===== src/smpq_pkg.sv =====
// Shared types and constants for the sorted minimum-first priority queue.
// No dependencies.
package smpq_pkg;

    localparam int VALUE_W = 32;
    localparam int HELD_COUNT_W = 5;

    localparam logic CMD_PUSH = 1'b0;
    localparam logic CMD_POP  = 1'b1;

    typedef logic signed [VALUE_W-1:0] value_t;

    typedef struct packed {
        logic push;
        logic pop;
    } cell_ctrl_t;

endpackage


===== src/sorted_min_priority_queue_core.sv =====
// Top level of the sorted minimum-first priority queue: a row of smpq_cell.
// Depends on smpq_pkg and smpq_cell.
//
// Usage:
//   Raise start with command and value for one cycle; the word is taken at
//   that edge when busy is low. busy stays low, so a word can be taken in
//   every cycle.
//   A push (command 0) inserts value at its sorted place, every
//   cell comparing against the new word at once and shifting in parallel.
//   A pop (command 1) shifts the whole row one cell towards the head; a pop
//   of an empty queue changes nothing. A push to a full queue is dropped.
//   In the cycle after each taken word, done is high for exactly one cycle with
//   top_value (smallest held value, 0 when empty), is_empty, is_full,
//   held_count (low five bits of the count) and dropped. The receiver cannot
//   stall; the result must be taken while shown.
//   Reset clears the count and the strobe; the queue starts empty.
module sorted_min_priority_queue_core #(
    parameter int CAPACITY = 16
) (
    input  logic                                   clk,
    input  logic                                   rst_n,
    input  logic                                   start,
    output logic                                   busy,
    input  logic                                   command,
    input  smpq_pkg::value_t                       value,
    output logic                                   done,
    output smpq_pkg::value_t                       top_value,
    output logic                                   is_empty,
    output logic                                   is_full,
    output logic [smpq_pkg::HELD_COUNT_W-1:0]      held_count,
    output logic                                   dropped
);
    import smpq_pkg::*;

    localparam int CNT_W = $clog2(CAPACITY + 1);

    logic [CNT_W-1:0] count_reg;
    logic [CNT_W-1:0] count_next;
    logic             done_reg;
    logic             dropped_reg;
    logic             dropped_next;
    logic             accept;
    logic             full_now;
    cell_ctrl_t       ctrl;

    logic   [CAPACITY-1:0] lt;
    value_t                cell_values [CAPACITY];

    assign busy     = 1'b0;
    assign accept   = start && !busy;
    assign full_now = (count_reg == CNT_W'(CAPACITY));

    always_comb
    begin
        ctrl.push    = 1'b0;
        ctrl.pop     = 1'b0;
        count_next   = count_reg;
        dropped_next = 1'b0;
        if (accept)
        begin
            case (command)
                CMD_PUSH:
                begin
                    if (full_now)
                    begin
                        dropped_next = 1'b1;
                    end
                    else
                    begin
                        ctrl.push  = 1'b1;
                        count_next = count_reg + CNT_W'(1);
                    end
                end
                CMD_POP:
                begin
                    if (count_reg != '0)
                    begin
                        ctrl.pop   = 1'b1;
                        count_next = count_reg - CNT_W'(1);
                    end
                end
                default:
                begin
                    count_next = count_reg;
                end
            endcase
        end
    end

    for (genvar i = 0; i < CAPACITY; i++)
    begin : g_cell
        logic   left_lt_w;
        value_t left_value_w;
        value_t right_value_w;

        if (i == 0)
        begin : g_head
            assign left_lt_w    = 1'b0;
            assign left_value_w = value;
        end
        else
        begin : g_body
            assign left_lt_w    = lt[i-1];
            assign left_value_w = cell_values[i-1];
        end

        if (i == CAPACITY - 1)
        begin : g_tail
            assign right_value_w = '0;
        end
        else
        begin : g_inner
            assign right_value_w = cell_values[i+1];
        end

        smpq_cell u_cell (
            .clk         (clk),
            .ctrl        (ctrl),
            .in_value    (value),
            .occupied    (count_reg > CNT_W'(i)),
            .left_lt     (left_lt_w),
            .left_value  (left_value_w),
            .right_value (right_value_w),
            .lt          (lt[i]),
            .cell_value  (cell_values[i])
        );
    end

    always_ff @(posedge clk or negedge rst_n)
    begin
        if (!rst_n)
        begin
            count_reg   <= '0;
            done_reg    <= 1'b0;
            dropped_reg <= 1'b0;
        end
        else
        begin
            count_reg   <= count_next;
            done_reg    <= accept;
            dropped_reg <= dropped_next;
        end
    end

    assign done       = done_reg;
    assign is_empty   = (count_reg == '0);
    assign is_full    = full_now;
    assign top_value  = is_empty ? '0 : cell_values[0];
    assign held_count = HELD_COUNT_W'(count_reg);
    assign dropped    = dropped_reg;

endmodule


===== src/smpq_cell.sv =====
// One storage cell of the sorted row: holds one value and hands it on.
// Depends on smpq_pkg.
module smpq_cell (
    input  logic                clk,
    input  smpq_pkg::cell_ctrl_t ctrl,
    input  smpq_pkg::value_t    in_value,
    input  logic                occupied,
    input  logic                left_lt,
    input  smpq_pkg::value_t    left_value,
    input  smpq_pkg::value_t    right_value,
    output logic                lt,
    output smpq_pkg::value_t    cell_value
);
    import smpq_pkg::*;

    value_t value_reg;
    value_t value_next;

    // New word sorts before this cell when the cell is empty or holds a larger value.
    assign lt = !occupied || (in_value < value_reg);
    assign cell_value = value_reg;

    always_comb
    begin
        value_next = value_reg;
        if (ctrl.pop)
        begin
            value_next = right_value;
        end
        else if (ctrl.push)
        begin
            if (left_lt)
            begin
                value_next = left_value;
            end
            else if (lt)
            begin
                value_next = in_value;
            end
        end
    end

    always_ff @(posedge clk)
    begin
        value_reg <= value_next;
    end

endmodule


===== config.mk =====
export PLATFORM = sky130hd
export DESIGN_NAME = sorted_min_priority_queue_core
export DESIGN_NICKNAME = d
export VERILOG_FILES = /design/src/smpq_pkg.sv /design/src/sorted_min_priority_queue_core.sv /design/src/smpq_cell.sv
export SDC_FILE = /design/constraint.sdc
export NUM_CORES = 2
export LEC_CHECK = 0
export BUFFER_PORTS_ARGS = -buffer_cell sky130_fd_sc_hd__clkbuf_2
export CELL_PAD_IN_SITES_DETAIL_PLACEMENT = 1
export CELL_PAD_IN_SITES_GLOBAL_PLACEMENT = 2
export CORE_ASPECT_RATIO = 0.9
export CORE_UTILIZATION = 38
export DETAILED_ROUTE_END_ITERATION = 7
export PLACE_DENSITY_LB_ADDON = 0.1
export SLEW_MARGIN = 20
export SYNTH_ARGS = -nofsm -noshare
export SYNTH_HDL_FRONTEND = slang
export SYNTH_SLANG_ARGS = --single-unit

===== constraint.sdc =====
create_clock -name clk -period 5 [get_ports clk]
set_clock_uncertainty 0.15 [all_clocks]
set_input_delay 1 -clock clk [delete_from_list [all_inputs] [get_ports clk]]
set_output_delay 1 -clock clk [all_outputs]
set_load 0.02 [all_outputs]

==> flow_metrics.tcl <==
set metrics [dict create \
    startpoint_type "flip-flop" \
    drv_slew 0 \
    hpwl_um 96500 \
    multiInputGateArea_sq_um 19300 \
    register_area_sq_um 15200 \
    crit_arrival_ns 3.21 \
    largest_register_ff_count 512 \
    die_width_um 332 \
    synth_area_leaders "edfxtp_1 (39%), ha_1 (17%), o221ai_1 (7.3%), mux2i_1 (5.3%), inv_1 (5.1%)" \
    cts.path.max_buffers 3 \
    drt_iter0_drc 1822 \
    p_leak_nw 18.5 \
    fin_area_sq_um 41900 \
    grt_pass1_wl_um 190000 \
    synth_ff_type "edfxtp_1" \
    min_path_type "in -> async" \
    die_area_sq_um 99500 \
    synth_top_area_frac 0.386 \
    timing.final.crit_share 0.872 \
    synth_seq_cells 519 \
    min_period_ns 4.36 \
    htreeDepth 3 \
    clock.fmax_ghz 0.229 \
    synth_area_sq_um 37300 \
    placed_area_sq_um 40000 \
    drc 0 \
    fp.dieH_um 299 \
    wirelength_um 123000 \
    viasPerCell 5.88 \
    power_switching_mw 11.1 \
    power.total_mw 26.4 \
    p_sw_frac 0.422 \
    clock_latency_ns 0.62 \
    yosysWarnings 0 \
    critPathMaxFanout 33 \
    synthArstFlopShare 0.0135 \
    p_int_mw 15.3 \
    vias 30500 \
    core_area_sq_um 96900 \
    port_buffers 76 \
    start_util 0.385 \
    combPwrFrac 0.494 \
    synth_top_cell_by_area "edfxtp_1" \
    cts_buffers 66 \
    relSlewSlack 0.334 \
    outcome "finished, final reports clean" \
    worst-setup-path-type "reg -> out" \
    cp.required_ns 3.85 \
    num_rows 108 \
    synth-seq-area-share 0.408 \
    grt-ovfl-total 0 \
    cts_tree "built" \
    grt_pass1_vias 31600 \
    clock-sinks 519 \
    hold_viol_final 0 \
    drtPass1Iterations 6 \
    vdd_drop_max_v 0.000491 \
    gp_congestion 0.875 \
    wl_per_cell_um 23.7 \
    p_clk_frac 0.173 \
    finalNetCount 4412 \
    syn_area_per_cell_sq_um 9.75 \
    seqPwrFrac 0.333 \
    tns_ns 0 \
    post_cts_buffers 0 \
    clk_pin_slew_ns 0.06 \
    antenna_found_initial 1 \
    ys_types 68 \
    drive_above_1_share 0.0859 \
    rsz0062_at_grt "false" \
    syn_to_final_growth_pct 12.3 \
    synthesis.nets 4366 \
    maxCapViolCount 0 \
    tightest_slew_ns 0.988 \
    power.density_nw_per_um2 629 \
    diodes 0 \
    ios 78 \
    synth_edf_count 480 \
    final_antenna_net_count 0 \
    fillers 10800 \
    grt_usage 0.244 \
    grt_max_degree 144 \
    end_kind "primary output" \
    setup_violations 0 \
    cts_root_buf "clkbuf_16" \
    syn_inst 3829 \
]
==> kinds of logic (layout without fill, tap and decap cells) <==
family	count (synthesis)	count (layout)	share of synthesized area
AND/OR/NAND/NOR	910	910	0.115
XOR/XNOR	8	8	0.00188
other	1	1	0.000100
buffers and inverters	752	844	0.0782
adder cells (fa/ha/maj)	501	501	0.168
AO/OA/AOI/OAI	939	939	0.175
multiplexers	199	199	0.0535
flip-flops	519	519	0.408
==> worst max-delay path: stages (launching register included) <==
cell	delay (ns)
dfrtp_1	0.57
inv_1	0.16
ha_1	0.28
nand2_1	0.34
clkinvlp_4	0.60
nor2_1	0.40
clkbuf_2	0.23
==> Yosys cell counts (7+ instances only) <==
| master | n |
|---|---|
| edfxtp_1 | 480 |
| clkbuf_1 | 199 |
| o221ai_1 | 313 |
| nor2_1 | 92 |
| a211oi_1 | 18 |
| nand2b_1 | 19 |
| mux2i_1 | 197 |
| a2111oi_0 | 9 |
| dfxtp_1 | 32 |
| buf_2 | 13 |
| a21oi_1 | 142 |
| nand4_1 | 65 |
| o211ai_1 | 20 |
| nor4_1 | 7 |
| a221oi_1 | 22 |
| or2_2 | 9 |
| nand2_1 | 311 |
| ha_1 | 501 |
| o21ai_0 | 150 |
| and4_1 | 16 |
| inv_1 | 507 |
| o21ai_1 | 105 |
| nor2b_1 | 16 |
| nand3_1 | 340 |
| dfrtp_1 | 7 |
| buf_1 | 22 |
| a21o_1 | 117 |
| nor3_1 | 14 |
==> repair_timing <==
item	4_1_cts	5_1_grt
gates resized for setup	0	1
setup endpoints to repair	0	1
hold buffers	0	0
==> cell type report <==
type                    instances  share of cell area
flip-flops and latches        519               0.363
clock buffers                  96              0.0441
clock inverters                18             0.00266
multi-input cells            2558               0.461
inverters                     508              0.0456
repair buffers                222              0.0457
well taps                    1265              0.0377
==> per-stage QoR <==
step                      hold slack (ns)   util  worst slack (ns)  cells
final                              0.0706  0.433             0.640   5186
after CTS                          0.0252  0.433             0.240   5186
after floorplan                     0.288      -             0.190   3829
after detailed placement            0.306  0.412          -0.00270   5072
after global placement              0.296  0.412            0.0211   5072
after global routing               0.0549  0.433             0.354   5186
==> cells in the final DEF (no fill, tap or decap), types with 35 or more instances in the layout <==
cell type and count:
o221ai_1 313, clkbuf_16 69, buf_12 35, ha_1 501, mux2i_1 193, nor2_1 91
o21ai_1 101, o21ai_0 149, nand4_1 65, inv_1 507, edfxtp_1 480, a21oi_1 142
a21o_1 117, nand2_1 309, clkbuf_2 76, nand3_1 338, buf_4 111
==> power groups by stage <==
stage | registers, mW | clock network, mW | logic (mW)
finish | 8.80 | 4.56 | 13.0
global route | 9.04 | 4.80 | 14.5
CTS | 8.78 | 4.68 | 13.1
detailed placement | 8.85 | 0 | 13.0
global placement | 8.76 | 0 | 12.4
floorplan | 8.37 | 0 | 9.03
==> per-layer routing <==
| layer | GRT usage | routed length [um] |
|---|---|---|
| met3 | 0.0288 | 5210 |
| met4 | 0.0768 | 3640 |
| met5 | 0 | 0 |
| met2 | 0.364 | 52300 |
| met1 | 0.366 | 62000 |
==> worst paths after layout <==
kind                                                     to  slack [ns]                        startpoint  cells after the start
max in group asynchronous                     held_count[4]        4.44                             rst_n                      1
hold reg to reg            g_cell[15].u_cell.cell_value[20]        0.31  g_cell[15].u_cell.cell_value[20]                      2
hold / removal                                      dropped        0.07                             rst_n                      1
min in group clk           g_cell[15].u_cell.cell_value[20]        0.31  g_cell[15].u_cell.cell_value[20]                      2
setup reg to reg             g_cell[7].u_cell.cell_value[7]        1.21    g_cell[6].u_cell.cell_value[9]                     11
setup / recovery                              top_value[31]        0.64                     held_count[0]                      6
(Power assumes the default switching activity.)
